**config.mk**
```make
export PLATFORM = sky130hd
export DESIGN_NAME = ipv6_text_address_parser
export DESIGN_NICKNAME = d
export VERILOG_FILES = /design/src/hdl/ipv6_tap_pkg.sv /design/src/hdl/ipv6_text_address_parser.sv /design/src/hdl/ipv6_tap_expand.sv /design/src/hdl/ipv6_tap_parse.sv
export VERILOG_INCLUDE_DIRS = /design/src /design/src/hdl
export SDC_FILE = /design/constraint.sdc
export NUM_CORES = 1
export LEC_CHECK = 0
export ABC_AREA = 0
export BUFFER_PORTS_ARGS = -buffer_cell sky130_fd_sc_hd__buf_2
export CAP_MARGIN = 20
export CORE_MARGIN = 1.5
export CORE_UTILIZATION = 50
export CTS_CLUSTER_SIZE = 28
export DETAILED_ROUTE_END_ITERATION = 10
export HOLD_SLACK_MARGIN = 0.1
export MAX_ROUTING_LAYER = met4
export PLACE_DENSITY = 0.68
export SYNTH_ARGS = -nofsm -noshare
export SYNTH_HDL_FRONTEND = slang
export SYNTH_SLANG_ARGS = --single-unit
```
**constraint.sdc**
```tcl
create_clock -name clock -period 8.95 [get_ports clock]
set_clock_uncertainty 0.05 [all_clocks]
set_input_delay 0.895 -clock clock [delete_from_list [all_inputs] [get_ports clock]]
set_output_delay 0.895 -clock clock [all_outputs]
set_load 0.005 [all_outputs]
```
**src/hdl/ipv6_text_address_parser_macros.svh**
```systemverilog
// Assertion helpers shared by the parser modules.
// Each macro samples on the rising clock edge and is disabled during reset.
`ifndef IPV6_TEXT_ADDRESS_PARSER_MACROS_SVH
`define IPV6_TEXT_ADDRESS_PARSER_MACROS_SVH

// The consequent must hold in the same cycle as the antecedent.
`define TAP_ASSERT_NOW(label, ante, cons, msg) \
   label: assert property (@(posedge clock) disable iff (reset) (ante) |-> (cons)) \
      else $error(msg);

// The consequent must hold in the cycle after the antecedent.
`define TAP_ASSERT_NEXT(label, ante, cons, msg) \
   label: assert property (@(posedge clock) disable iff (reset) (ante) |=> (cons)) \
      else $error(msg);

`endif

```
**src/hdl/ipv6_tap_pkg.sv**
```systemverilog
package ipv6_tap_pkg;

   localparam logic [3:0] GroupsFull   = 4'd8;
   localparam logic [3:0] NoGap        = 4'd8;
   localparam logic [2:0] DigitsMax    = 3'd4;
   localparam logic [1:0] ColonsDouble = 2'd2;

   localparam logic [7:0] CharZero  = 8'h30;
   localparam logic [7:0] CharNine  = 8'h39;
   localparam logic [7:0] CharColon = 8'h3A;
   localparam logic [7:0] CharUpA   = 8'h41;
   localparam logic [7:0] CharUpF   = 8'h46;
   localparam logic [7:0] CharLowA  = 8'h61;
   localparam logic [7:0] CharLowF  = 8'h66;

   typedef logic [7:0][15:0] group_vec_type;

   // Snapshot handed from the character step to the address assembly.
   typedef struct packed {
      logic        valid;
      logic        fail;
      logic        stop;
      logic [3:0]  count;
      logic [3:0]  gap;
      logic [2:0]  digits;
      logic [15:0] accum;
   } finish_req_type;

endpackage

```
**src/hdl/ipv6_text_address_parser.sv**
```systemverilog
// Path: an accepted character is held in the input register, and a response that it completes
// is captured from there in the response register.
// Throughput: one character per cycle while no held response stalls the output; the per-character
// step and the group expansion both sit between the input register and the response register.
// Reset: synchronous, active high; clears the parse state and empties both registers.
`include "ipv6_text_address_parser_macros.svh"

module ipv6_text_address_parser (
   input  logic         clock,
   input  logic         reset,
   input  logic         req_tvalid,
   output logic         req_tready,
   input  logic [7:0]   req_tdata,   // [7:0] char_code
   input  logic         req_tlast,   // end_of_text
   output logic         rsp_tvalid,
   input  logic         rsp_tready,
   output logic [127:0] rsp_tdata,   // [63:0] addr_upper, [127:64] addr_lower
   output logic [1:0]   rsp_tuser    // [0] parse_ok, [1] stopped_at_char
);
   import ipv6_tap_pkg::*;

   logic          in_valid_ff, in_valid_in;
   logic [7:0]    in_char_ff, in_char_in;
   logic          in_eot_ff, in_eot_in;
   logic          out_valid_ff, out_valid_in;
   logic          out_ok_ff, out_ok_in;
   logic          out_stop_ff, out_stop_in;
   logic [63:0]   out_upper_ff, out_upper_in;
   logic [63:0]   out_lower_ff, out_lower_in;

   logic           advance;
   logic           go;
   finish_req_type fin;
   group_vec_type  fin_store;
   logic           ok;
   logic [63:0]    upper;
   logic [63:0]    lower;

   assign advance    = !out_valid_ff || rsp_tready;
   assign go         = in_valid_ff && advance;
   assign req_tready = !in_valid_ff || advance;

   ipv6_tap_parse u_parse (
      .clock       (clock),
      .reset       (reset),
      .go          (go),
      .char_code   (in_char_ff),
      .end_of_text (in_eot_ff),
      .fin         (fin),
      .fin_store   (fin_store)
   );

   ipv6_tap_expand u_expand (
      .fin       (fin),
      .fin_store (fin_store),
      .ok        (ok),
      .upper     (upper),
      .lower     (lower)
   );

   always_comb begin
      in_valid_in = in_valid_ff;
      in_char_in  = in_char_ff;
      in_eot_in   = in_eot_ff;
      if (req_tvalid && req_tready) begin
         in_valid_in = 1'b1;
         in_char_in  = req_tdata;
         in_eot_in   = req_tlast;
      end else if (advance) begin
         in_valid_in = 1'b0;
      end
      out_valid_in = out_valid_ff;
      out_ok_in    = out_ok_ff;
      out_stop_in  = out_stop_ff;
      out_upper_in = out_upper_ff;
      out_lower_in = out_lower_ff;
      if (advance) begin
         out_valid_in = go && fin.valid;
         out_ok_in    = ok;
         out_stop_in  = fin.stop;
         out_upper_in = upper;
         out_lower_in = lower;
      end
   end

   always_ff @(posedge clock) begin
      if (reset) begin
         in_valid_ff  <= 1'b0;
         out_valid_ff <= 1'b0;
      end else begin
         in_valid_ff  <= in_valid_in;
         out_valid_ff <= out_valid_in;
      end
      in_char_ff   <= in_char_in;
      in_eot_ff    <= in_eot_in;
      out_ok_ff    <= out_ok_in;
      out_stop_ff  <= out_stop_in;
      out_upper_ff <= out_upper_in;
      out_lower_ff <= out_lower_in;
   end

   assign rsp_tvalid = out_valid_ff;
   assign rsp_tdata  = {out_lower_ff, out_upper_ff};
   assign rsp_tuser  = {out_stop_ff, out_ok_ff};

   `TAP_ASSERT_NOW(a_fail_zero, out_valid_ff && !out_ok_ff, out_upper_ff == 64'd0 && out_lower_ff == 64'd0, "failed parse carries a nonzero address")
   `TAP_ASSERT_NEXT(a_in_held, in_valid_ff && !advance, in_valid_ff && $stable(in_char_ff) && $stable(in_eot_ff), "stalled request lost from input register")
   `TAP_ASSERT_NEXT(a_out_held, out_valid_ff && !rsp_tready, out_valid_ff && $stable(out_upper_ff) && $stable(out_ok_ff), "stalled response lost from output register")

endmodule

```
**src/hdl/ipv6_tap_expand.sv**
```systemverilog
module ipv6_tap_expand (
   input  ipv6_tap_pkg::finish_req_type fin,
   input  ipv6_tap_pkg::group_vec_type  fin_store,
   output logic                         ok,
   output logic [63:0]                  upper,
   output logic [63:0]                  lower
);
   import ipv6_tap_pkg::*;

   group_vec_type fstore;
   group_vec_type g;
   logic [3:0]    n;
   logic [3:0]    nz;
   logic          gap_ok;

   always_comb begin
      fstore = fin_store;
      n      = fin.count;
      if (fin.digits != 3'd0 && fin.count < GroupsFull) begin
         fstore[fin.count[2:0]] = fin.accum;
         n = fin.count + 4'd1;
      end
   end

   assign gap_ok = (fin.gap < NoGap) && (fin.gap <= n);
   assign nz     = GroupsFull - n;

   // The double colon opens a run of zero groups; the groups after it slide to the end.
   always_comb begin
      for (int i = 0; i < 8; i++) begin
         if (gap_ok && 4'(i) >= fin.gap
             && {1'b0, 4'(i)} < ({1'b0, fin.gap} + {1'b0, nz})) begin
            g[i] = 16'd0;
         end else if (gap_ok && 4'(i) >= fin.gap) begin
            g[i] = fstore[3'(i) - nz[2:0]];
         end else begin
            g[i] = fstore[i];
         end
      end
   end

   assign ok    = !fin.fail && (gap_ok || n == GroupsFull);
   assign upper = ok ? {g[0], g[1], g[2], g[3]} : 64'd0;
   assign lower = ok ? {g[4], g[5], g[6], g[7]} : 64'd0;

endmodule

```
**src/hdl/ipv6_tap_parse.sv**
```systemverilog
`include "ipv6_text_address_parser_macros.svh"

module ipv6_tap_parse (
   input  logic                         clock,
   input  logic                         reset,
   input  logic                         go,
   input  logic [7:0]                   char_code,
   input  logic                         end_of_text,
   output ipv6_tap_pkg::finish_req_type fin,
   output ipv6_tap_pkg::group_vec_type  fin_store
);
   import ipv6_tap_pkg::*;

   group_vec_type store_ff, store_in;
   logic [3:0]    count_ff, count_in;
   logic [15:0]   accum_ff, accum_in;
   logic [2:0]    digits_ff, digits_in;
   logic [1:0]    colons_ff, colons_in;
   logic [3:0]    gap_ff, gap_in;
   logic          skip_ff, skip_in;

   logic          is_num;
   logic          is_hex;
   logic          is_colon;
   logic [3:0]    digit_val;
   logic          clear_w;

   assign is_num   = char_code >= CharZero && char_code <= CharNine;
   assign is_hex   = is_num
                     || (char_code >= CharLowA && char_code <= CharLowF)
                     || (char_code >= CharUpA && char_code <= CharUpF);
   assign is_colon = char_code == CharColon && colons_ff < ColonsDouble;
   // Letters a-f and A-F carry 1 to 6 in their low nibble.
   assign digit_val = is_num ? char_code[3:0] : char_code[3:0] + 4'd9;

   always_comb begin
      store_in  = store_ff;
      count_in  = count_ff;
      accum_in  = accum_ff;
      digits_in = digits_ff;
      colons_in = colons_ff;
      gap_in    = gap_ff;
      skip_in   = skip_ff;
      clear_w   = 1'b0;
      fin       = '0;
      if (go) begin
         if (skip_ff) begin
            if (end_of_text) begin
               skip_in = 1'b0;
            end
         end else if (!is_hex && !is_colon) begin
            fin.valid = 1'b1;
            fin.stop  = 1'b1;
            clear_w   = 1'b1;
         end else begin
            colons_in = colons_ff + 2'(is_colon);
            if (count_ff >= GroupsFull) begin
               fin.valid = 1'b1;
               fin.fail  = 1'b1;
               clear_w   = 1'b1;
            end else if (is_hex && digits_ff >= DigitsMax) begin
               fin.valid = 1'b1;
               fin.fail  = 1'b1;
               clear_w   = 1'b1;
            end else begin
               if (is_hex) begin
                  accum_in  = {accum_ff[11:0], digit_val};
                  colons_in = 2'd0;
                  digits_in = digits_ff + 3'd1;
               end
               if (colons_in == ColonsDouble && gap_ff != NoGap) begin
                  fin.valid = 1'b1;
                  fin.fail  = 1'b1;
                  clear_w   = 1'b1;
               end else begin
                  if (colons_in == ColonsDouble) begin
                     gap_in = count_ff;
                  end
                  if (colons_in != 2'd0 && digits_in != 3'd0) begin
                     store_in[count_ff[2:0]] = accum_in;
                     count_in  = count_ff + 4'd1;
                     accum_in  = 16'd0;
                     digits_in = 3'd0;
                  end
                  if (end_of_text) begin
                     fin.valid = 1'b1;
                     clear_w   = 1'b1;
                  end
               end
            end
         end
      end
      fin.count  = count_in;
      fin.gap    = gap_in;
      fin.digits = digits_in;
      fin.accum  = accum_in;
      fin_store  = store_in;
      if (clear_w) begin
         store_in  = '0;
         count_in  = 4'd0;
         accum_in  = 16'd0;
         digits_in = 3'd0;
         colons_in = 2'd0;
         gap_in    = NoGap;
         skip_in   = !end_of_text;
      end
   end

   always_ff @(posedge clock) begin
      if (reset) begin
         store_ff  <= '0;
         count_ff  <= 4'd0;
         accum_ff  <= 16'd0;
         digits_ff <= 3'd0;
         colons_ff <= 2'd0;
         gap_ff    <= NoGap;
         skip_ff   <= 1'b0;
      end else begin
         store_ff  <= store_in;
         count_ff  <= count_in;
         accum_ff  <= accum_in;
         digits_ff <= digits_in;
         colons_ff <= colons_in;
         gap_ff    <= gap_in;
         skip_ff   <= skip_in;
      end
   end

   `TAP_ASSERT_NOW(a_bounds, 1'b1, count_ff <= GroupsFull && gap_ff <= NoGap, "group count or gap out of range")
   `TAP_ASSERT_NEXT(a_eot_clears, go && end_of_text, !skip_ff && count_ff == 4'd0 && digits_ff == 3'd0, "state not cleared after final character")
   `TAP_ASSERT_NOW(a_skip_clean, skip_ff, count_ff == 4'd0 && digits_ff == 3'd0 && colons_ff == 2'd0, "parse state not clear while skipping")

endmodule
```
## Word-level counts from Yosys, hierarchy flattened

Cells that the tools add are included.

| storage, ports and cells | value |
|---|---|
| logic and storage cells | 259 |
| output and inout port bits | 132 |
| input bits | 13 |
| bits in registers | 299 |

| operators by class | value |
|---|---|
| reduce and logical (&&, ||, !) cells | 59 |
| bitwise operators | 4 |
| order comparisons | 40 |
| multiplexer cells | 109 |
| eq/ne operators | 4 |
| $add $sub $neg | 15 |

Operators by type and width:

| kind | count |
|---|---|
| $mux W128 | 8 |
| $mux W16 | 31 |
| $bmux W16 S3 | 8 |
| $bwmux W128 | 2 |
| $demux W16 S3 | 2 |
| $mux W4 | 16 |
| $mux W3 | 15 |
| $lt A3 B4 Y1 const B | 10 |
| $logic_and A1 B1 Y1 | 32 |
| $lt A3 B5 Y1 const A | 4 |
| $mux W2 | 10 |
| $reduce_or A2 Y1 | 10 |
| $mux W1 | 17 |
| $ge A3 B4 Y1 const A | 4 |
| $ge A8 B7 Y1 const B | 2 |
| $le A8 B7 Y1 const B | 2 |
| $sub A3 B3 Y3 const A | 4 |
| $lt A1 B5 Y1 const A | 2 |
| $lt A2 B5 Y1 const A | 2 |
| $add A4 B1 Y4 const B | 2 |
| $eq A8 B6 Y1 const B | 1 |
| $ge A1 B4 Y1 const A | 2 |
| $ge A2 B4 Y1 const A | 2 |
| $ge A8 B6 Y1 const B | 1 |
| other kinds (23) | 42 |

## Depth between registers and ports, before layout

Gate-level depths: netlist of the first run.

| depth | value |
|---|---|
| depth in word-level cells | 28 |
| depth in mapped cells | 32 |

## Cells and area by module

From an unflattened synthesis of the first run, not the netlist that was laid out.

| second synthesis, totals | value |
|---|---|
| cell total of the unflattened synthesis | 2,508 |
| area total of the unflattened synthesis | 22,089.9 µm² |

Modules (own cells, without submodules):

| module | area each (µm²) | instances | sequential area each (µm²) | cells each |
|---|---|---|---|---|
| ipv6_tap_expand | 10,375.0 | 1 | 0.0 | 1,598 |
| ipv6_tap_parse | 7,442.1 | 1 | 3,163.0 | 759 |
| ipv6_text_address_parser | 4,272.8 | 1 | 4,214.0 | 151 |

## Least setup slack after synthesis of the first run

Ideal clock, no wire load.

| timing | value |
|---|---|
| kind | flip-flop to flip-flop |
| from | register in_char_ff[0] |
| to | register out_upper_ff[48], data pin |
| slack | 2.172 ns |
| arrival | 6.457 ns |
| setup time | 0.272 ns |
| cell stages (with the launch flop) | 32 |
| path through | edfxtp_1 inv_1 ha_1 nor2b_1 and4_1 ha_1 xor2_1 a21oi_2 nor4_2 buf_4 a21boi_0 nor2_1 inv_1 ha_1 o311ai_1 xor2_2 inv_2 buf_1 buf_1 ha_1 nand2_1 nor2_1 nand2_1 a21oi_1 a21oi_1 o2111ai_1 and3_1 buf_2 nor3_1 clkbuf_1 buf_2 a211oi_1 |

RTL lines:

| element | RTL line | source |
|---|---|---|
| start, declared | ipv6_text_address_parser.sv:23 | `logic [7:0] in_char_ff, in_char_in;` |
| start signal, assigned | ipv6_text_address_parser.sv:94 | `in_char_ff <= in_char_in;` |
| end signal, assigned | ipv6_text_address_parser.sv:98 | `out_upper_ff <= out_upper_in;` |
| end, declared | ipv6_text_address_parser.sv:28 | `logic [63:0] out_upper_ff, out_upper_in;` |

==> impl_metrics.py, run 1 <==
metrics = {
    "timing": {
        "drv_slew": 0,
        "fmax_mhz": 122.5,
        "report.final.setup_viol": 0,
        "grt_setup_unrepaired": "no",
        "tcrit_tclk_final_pct": 91.24,
        "timing.final.crit_period_ns": 8.166,
        "finalHoldViolCount": 0,
        "fin_setup_tns_ns": 0,
        "slew_headroom_pct": 22.49,
        "tightestPinTransition_ns": 1.163,
        "final_ws_setup_ns": 0.7843,
    },
    "clocking": {
        "clk_transition_reported_paths_ns": 0.06,
        "post_cts.resized_instances": 0,
        "inserted_clock_buffers": 35,
        "clock_tree.buffer_depth": 3,
        "cts_tree": "yes",
        "clk-insertion-delay-late_ns": 0.57,
        "h-tree-depth": 2,
        "cts_setup_buffers": 0,
        "ctsHoldBuffers": 0,
        "cts_num_sinks": 299,
        "cts.root.buffer_cell": "sky130_fd_sc_hd__clkbuf_16",
    },
    "placed_design": {
        "pre_cts_slack_ns": 1.034,
        "detailedPlacementHpwl_mm": 54.95,
        "placed_cells": 2508,
        "globalplace.congestion": 0.9858,
        "placement.io_buffers": 144,
        "detailed_place.area_um2": 20930,
    },
    "yosys": {
        "synthesis.nets": 1995,
        "postSynthAreaPerCell_um2": 10.05,
        "synthesized_netlist_cell_count": 1966,
        "post_synth_num_cell_types": 92,
        "syn_area_um2": 19760,
        "synth_enable_flop_cells": 139,
        "ys_warn_count": 0,
        "ys_dominant_reg_cell": "sky130_fd_sc_hd__dfxtp_1",
        "synth-seq-area-share_pct": 37.33,
        "synthArstFlopShare_pct": 0,
        "ys_seq_elements": 299,
    },
    "routing": {
        "drc": 0,
        "num_vias": 18440,
        "pre_antenna_drt_iters": 7,
        "ant_nets": 0,
        "drt_wl_total_mm": 76.19,
        "drtIter0Drc": 2662,
        "drt-vias-per-instance": 7.167,
        "routedWlPerCell_um": 29.61,
    },
    "power_and_ir_drop": {
        "powerDensity_nw_per_um2": 135.8,
        "static-leakage-power_nw": 8.007,
        "irDropWorstVdd_mv": 0.1481,
        "report.power.total_mw": 2.999,
    },
    "final_layout": {
        "regArea_um2": 7377,
        "multi_input_comb_area_um2": 11720,
        "nFillCells": 3419,
        "nets": 2057,
        "finalNonFillerCells": 2573,
        "postLayoutCellArea_um2": 22090,
        "area_growth_pct": 11.77,
        "mostFrequentLayoutCells": "230 x sky130_fd_sc_hd__nor2_1, 221 x sky130_fd_sc_hd__mux2i_1, 165 x sky130_fd_sc_hd__a21oi_1, 160 x sky130_fd_sc_hd__dfxtp_1, 144 x sky130_fd_sc_hd__buf_2",
        "final_common_cell": "sky130_fd_sc_hd__nor2_1",
        "drive_gt1_share_pct": 21.57,
    },
    "floorplan": {
        "fp.dieArea_um2": 40730,
        "placement_rows": 72,
        "io_pins": 145,
        "design.core.area_um2": 38830,
        "die_height_um": 201.8,
        "start_util_pct": 50.90,
        "chipWidth_um": 201.8,
    },
    "critical_path": {
        "cp_launch_point": "in_char_ff[0]$_DFFE_PP_",
        "worstSetupStartpointType": "flip-flop",
        "required_time_of_the_worst_setup_path_ns": 9.25,
        "path_max_fanout": 52,
        "cp-end-kind": "flip-flop",
        "data_arrival_time_at_the_worst_slack_endpoint_ns": 8.47,
        "critical_path.reg2reg.startpoint": "in_char_ff[0]$_DFFE_PP_",
        "crit_type": "reg2reg",
    },
    "global_route": {
        "gr-usage-all-layers_pct": 37.65,
        "grt_remaining_overflow": 0,
        "initial_antenna_violation_count": 2,
        "grt_max_degree": 84,
        "first_global_vias": 16700,
        "grt_pass1_wl_mm": 112.2,
    },
    "flow_run": {
        "drv.max_cap_violation_count": 0,
    },
    "worst_hold_path": {
        "hp-start": "in_eot_ff$_DFFE_PP_",
        "hold_class": "reg2reg",
    },
    "outcome": {
        "outcome": "finished clean",
    },
}
## cells by family after synthesis
family,synth area share [%]
AOI/OAI and AO/OA,21.11
xor gates and xnor gates,0.5509
adders and majority gates,1.051
buffers and inverters,4.229
DFF,37.33
muxes,22.82
and+or+nand+nor,12.92
## path summary, 6_finish.rpt
path | end | slack (ns) | depth (start not counted)
hold reg to reg | u_parse.skip_ff$_SDFFE_PP0P_ | 0.43 | 1
setup / recovery | out_upper_ff[17]$_SDFFCE_PP0P_ | 0.78 | 26
hold / removal | u_parse.skip_ff$_SDFFE_PP0P_ | 0.43 | 1
setup reg to reg | out_upper_ff[17]$_SDFFCE_PP0P_ | 0.78 | 26
## power breakdown
part           total [mW]  leakage, nW  internal [mW]  switching (mW)
clock network        1.45        0.554          0.836           0.617
registers            1.46         2.94           1.45          0.0106
logic              0.0863         4.52         0.0266          0.0597
total                3.00         8.01           2.31           0.688
## synth_stat cells, drive strengths merged (4+ instances only)
library cell / instances / area [um2]
o211ai: 40 / 300.3
a21boi: 4 / 33.78
ha: 15 / 187.7
and2: 9 / 56.30
mux2i: 221 / 2212
buf: 67 / 355.3
a22oi: 55 / 412.9
nor2: 235 / 887.1
a211oi: 74 / 560.5
xnor2: 6 / 75.08
nand2b: 14 / 87.58
nor2b: 20 / 125.1
a22o: 14 / 122.6
inv: 26 / 97.60
o22ai: 20 / 125.1
nand3b: 50 / 375.4
and3: 4 / 25.02
a221oi: 57 / 505.5
o21ai: 62 / 310.3
edfxtp: 139 / 4174
o221ai: 39 / 341.6
nand3: 29 / 145.1
a31oi: 10 / 62.56
nor3: 53 / 325.3
nand2: 41 / 156.4
a21oi: 173 / 895.9
dfxtp: 160 / 3203
a311oi: 4 / 35.03
or3: 4 / 30.03
mux4: 75 / 1689
a32oi: 8 / 70.07
nand4: 15 / 93.84
o311ai: 4 / 42.55
a2111oi: 5 / 70.07
nor4b: 7 / 88.83
nor4: 7 / 71.31
a21o: 4 / 30.03
clkbuf: 102 / 382.9
mux2: 54 / 608.1
## critical path: stages, from the launching register on
cell and delay, ns:
sky130_fd_sc_hd__edfxtp_1 0.44, sky130_fd_sc_hd__inv_1 0.15, sky130_fd_sc_hd__ha_1 0.16, sky130_fd_sc_hd__nor2b_1 0.20
sky130_fd_sc_hd__and4_1 0.27, sky130_fd_sc_hd__ha_1 0.22, sky130_fd_sc_hd__xor2_1 0.23, sky130_fd_sc_hd__a21oi_2 0.12
sky130_fd_sc_hd__nor4_2 0.23, sky130_fd_sc_hd__buf_4 0.25, sky130_fd_sc_hd__a21boi_1 0.19, sky130_fd_sc_hd__nor2_1 0.60
sky130_fd_sc_hd__inv_2 0.19, sky130_fd_sc_hd__ha_1 0.35, sky130_fd_sc_hd__inv_1 0.09, sky130_fd_sc_hd__o311ai_1 0.25
sky130_fd_sc_hd__o2bb2ai_4 0.22, sky130_fd_sc_hd__buf_4 0.52, sky130_fd_sc_hd__nand3_1 0.40, sky130_fd_sc_hd__nor2b_1 0.26
sky130_fd_sc_hd__ha_1 0.28, sky130_fd_sc_hd__o21ai_0 0.18, sky130_fd_sc_hd__nand2_1 0.24, sky130_fd_sc_hd__or2_2 0.41
sky130_fd_sc_hd__a21oi_1 0.36, sky130_fd_sc_hd__nand3_1 0.62, sky130_fd_sc_hd__o211ai_1 0.46
## per-stage QoR
step	hold WS [ns]	utilization, %
after floorplan	0.3880	-
after global placement	0.4184	53.91
after detailed placement	0.4195	53.91
after CTS	0.4293	56.83
after global routing	0.4411	56.89
final	0.4309	56.89
## sequential cells by signal (all words and copies together) (netlist names)
| name | cells |
|---|---|
| u_parse.colons_ff | 2 |
| u_parse.accum_ff | 16 |
| out_ok_ff | 1 |
| out_stop_ff | 1 |
| out_lower_ff | 64 |
| in_char_ff | 8 |
| u_parse.count_ff | 4 |
| u_parse.skip_ff | 1 |
| in_valid_ff | 1 |
| u_parse.store_ff | 128 |
| in_eot_ff | 1 |
| u_parse.digits_ff | 3 |
| out_upper_ff | 64 |
| u_parse.gap_ff | 4 |
| rsp_tvalid | 1 |
## routing by layer
metal  vias up  part of all wire, %  wire, um  global-route usage, %
met5         -                    0         0                      -
met4         0                  2.2      1654                  8.689
met3       140                   15     11150                  11.93
met2      1477                   39     30000                  48.26
met1      8956                   44     33380                  56.63
li1       7868                    -         -                      -
## cell type report
| type | instances | share of cell area (%) |
|---|---|---|
| sequential | 299 | 33.40 |
| timing repair buffer | 194 | 5.019 |
| clock inverter | 19 | 0.9120 |
| multi-input combinational | 1472 | 53.04 |
| antenna | 1 | 0.01133 |
| clock buffer | 44 | 4.231 |
| tap | 518 | 2.934 |
| inverter | 26 | 0.4588 |
Power figures use the tool's default switching activity.
==> inputs of run 2 (changes only) <==
--- a/config.mk
+++ b/config.mk
@@ -11,6 +11,7 @@
 export CAP_MARGIN = 20
 export CORE_MARGIN = 1.5
 export CORE_UTILIZATION = 50
+export CTS_BUF_LIST = sky130_fd_sc_hd__clkbuf_8
 export CTS_CLUSTER_SIZE = 28
 export DETAILED_ROUTE_END_ITERATION = 10
 export HOLD_SLACK_MARGIN = 0.1
==> run 2 against run 1 <==
Against the previous run:
- sequential power hardly changed
- hold slack worse by 0.074 ns
- flip-flop and latch count unchanged
- critical path depth unchanged
- first-iteration DRC count increased by 1.4%
- largest power group unchanged
- largest cell class unchanged
- critical endpoint is now out_upper_ff[56]$_SDFFCE_PP0P_
- highest routed layer unchanged
==> impl_metrics.py, run 2 (synthesis gave the netlist of run 1 again) <==
metrics = {
    "outcome": {
        "outcome": "finished clean",
    },
    "clocking": {
        "cts.root.buffer_cell": "sky130_fd_sc_hd__clkbuf_8",
        "clk_transition_reported_paths_ns": 0.06,
        "h-tree-depth": 2,
        "post_cts.resized_instances": 0,
        "clock_tree.buffer_depth": 3,
        "cts_num_sinks": 299,
        "clk-insertion-delay-late_ns": 0.66,
        "cts_tree": "yes",
        "ctsHoldBuffers": 0,
        "cts_setup_buffers": 0,
        "inserted_clock_buffers": 50,
    },
    "placed_design": {
        "globalplace.congestion": 0.9858,
        "pre_cts_slack_ns": 1.034,
        "detailed_place.area_um2": 20930,
        "placed_cells": 2508,
        "placement.io_buffers": 144,
        "detailedPlacementHpwl_mm": 54.95,
    },
    "timing": {
        "final_ws_setup_ns": 0.7951,
        "timing.final.crit_period_ns": 8.155,
        "grt_setup_unrepaired": "no",
        "report.final.setup_viol": 0,
        "fin_setup_tns_ns": 0,
        "drv_slew": 0,
        "tightestPinTransition_ns": 1.183,
        "slew_headroom_pct": 21.10,
        "finalHoldViolCount": 0,
        "tcrit_tclk_final_pct": 91.12,
        "fmax_mhz": 122.6,
    },
    "power_and_ir_drop": {
        "power.sequential.fraction_pct": 53.4,
        "p_switching_uw": 648.7,
        "irDropWorstVdd_mv": 0.1302,
        "power.share.switching_pct": 23.72,
        "combinationalPowerShare_pct": 3.2,
        "share_clk_of_total_power_pct": 43.5,
        "powerDensity_nw_per_um2": 125.0,
        "static-leakage-power_nw": 7.986,
        "cell_internal_power_mw": 2.086,
    },
    "critical_path": {
        "cpPeakStageDelay_ns": 0.61,
        "path_max_fanout": 52,
        "crit_type": "reg2reg",
        "required_time_of_the_worst_setup_path_ns": 9.28,
        "cp_common_cell": "sky130_fd_sc_hd__ha_1",
        "worstSetupStartpointType": "flip-flop",
        "cp-end-kind": "flip-flop",
        "cp_slowest_cell": "sky130_fd_sc_hd__nor2_1",
        "data_arrival_time_at_the_worst_slack_endpoint_ns": 8.49,
    },
    "global_route": {
        "gr-usage-all-layers_pct": 37.71,
        "grt_pass1_wl_mm": 112.4,
        "grt_remaining_overflow": 0,
        "first_global_vias": 16850,
        "grt_max_degree": 84,
        "initial_antenna_violation_count": 1,
    },
    "floorplan": {
        "chipWidth_um": 201.8,
        "placement_rows": 72,
        "fp.dieArea_um2": 40730,
        "start_util_pct": 50.90,
        "io_pins": 145,
        "design.core.area_um2": 38830,
        "die_height_um": 201.8,
    },
    "final_layout": {
        "fin_util_pct": 56.37,
        "finalNonFillerCells": 2593,
        "largest_register_ffs": 128,
        "nets": 2072,
        "nFillCells": 3455,
        "num_antenna_cells": 0,
        "drive_gt1_share_pct": 21.93,
        "area_growth_pct": 10.74,
        "final_common_cell": "sky130_fd_sc_hd__nor2_1",
        "postLayoutCellArea_um2": 21890,
        "biggestRegsByFlops": "u_parse.store_ff: 128 flops, out_lower_ff: 64 flops, out_upper_ff: 64 flops",
        "reg_with_most_ffs": "u_parse.store_ff",
        "mostFrequentLayoutCells": "230 x sky130_fd_sc_hd__nor2_1, 221 x sky130_fd_sc_hd__mux2i_1, 165 x sky130_fd_sc_hd__a21oi_1, 160 x sky130_fd_sc_hd__dfxtp_1, 144 x sky130_fd_sc_hd__buf_2",
    },
    "worst_hold_path": {
        "hold_class": "in2reg",
    },
    "routing": {
        "drtIter0Drc": 2699,
        "ant_nets": 0,
        "routedWlPerCell_um": 29.34,
        "pre_antenna_drt_iters": 6,
        "num_vias": 18410,
        "drc": 0,
        "drt_wl_total_mm": 76.07,
        "drt-vias-per-instance": 7.099,
    },
    "flow_run": {
        "drv.max_cap_violation_count": 0,
    },
}
## run 2: worst paths after layout
kind | depth (start not counted) | endpoint | slack (ns) | startpoint
min reg2reg | 1 | u_parse.skip_ff$_SDFFE_PP0P_ | 0.43 | in_eot_ff$_DFFE_PP_
min | 1 | in_char_ff[1]$_DFFE_PP_ | 0.36 | req_tdata[1]
max | 26 | out_upper_ff[56]$_SDFFCE_PP0P_ | 0.80 | in_char_ff[0]$_DFFE_PP_
max reg2reg | 26 | out_upper_ff[56]$_SDFFCE_PP0P_ | 0.80 | in_char_ff[0]$_DFFE_PP_
## run 2: layout make-up
cell class / count / area [um2] / share of cell area, %
Clock buffer: 54 / 743.2 / 3.396
Clock inverter: 30 / 192.7 / 0.8804
Inverter: 26 / 101.3 / 0.4631
Multi-Input combinational cell: 1472 / 11720 / 53.53
Sequential cell: 299 / 7377 / 33.71
Tap cell: 518 / 648.1 / 2.961
Timing Repair Buffer: 194 / 1109 / 5.065
## run 2: per-stage QoR
step                total power [mW]  hold WS [ns]
finish                         2.735        0.3571
global route                   2.813        0.3463
CTS                            2.750        0.3207
detailed placement             1.575        0.4195
global placement               1.574        0.4184
floorplan                      1.534        0.3880
## run 2: power groups by stage
stage                     Clock [mW]  Combinational, mW  Sequential (mW)
after floorplan                    0             0.0441             1.49
after global placement             0             0.0852             1.49
after detailed placement           0             0.0857             1.49
after CTS                       1.20             0.0858             1.46
after global routing            1.26             0.0929             1.46
final                           1.19             0.0864             1.46
## run 2: critical path, delay by kind of cell (launching register included)
kind	cells	cell delay [ns]
fa+ha+maj	4	1.01
buf+inv	5	1.18
simple gates	9	3.20
flops	1	0.43
xor+xnor	1	0.22
compound gates	7	1.79
## run 2: routing by layer
metal	vias to the layer above	part of all wire, %	global-route usage (%)
met5	-	0	-
met2	1420	39	48.80
met4	0	2.2	8.342
met1	8942	44	56.13
met3	149	15	12.46
li1	7896	-	-
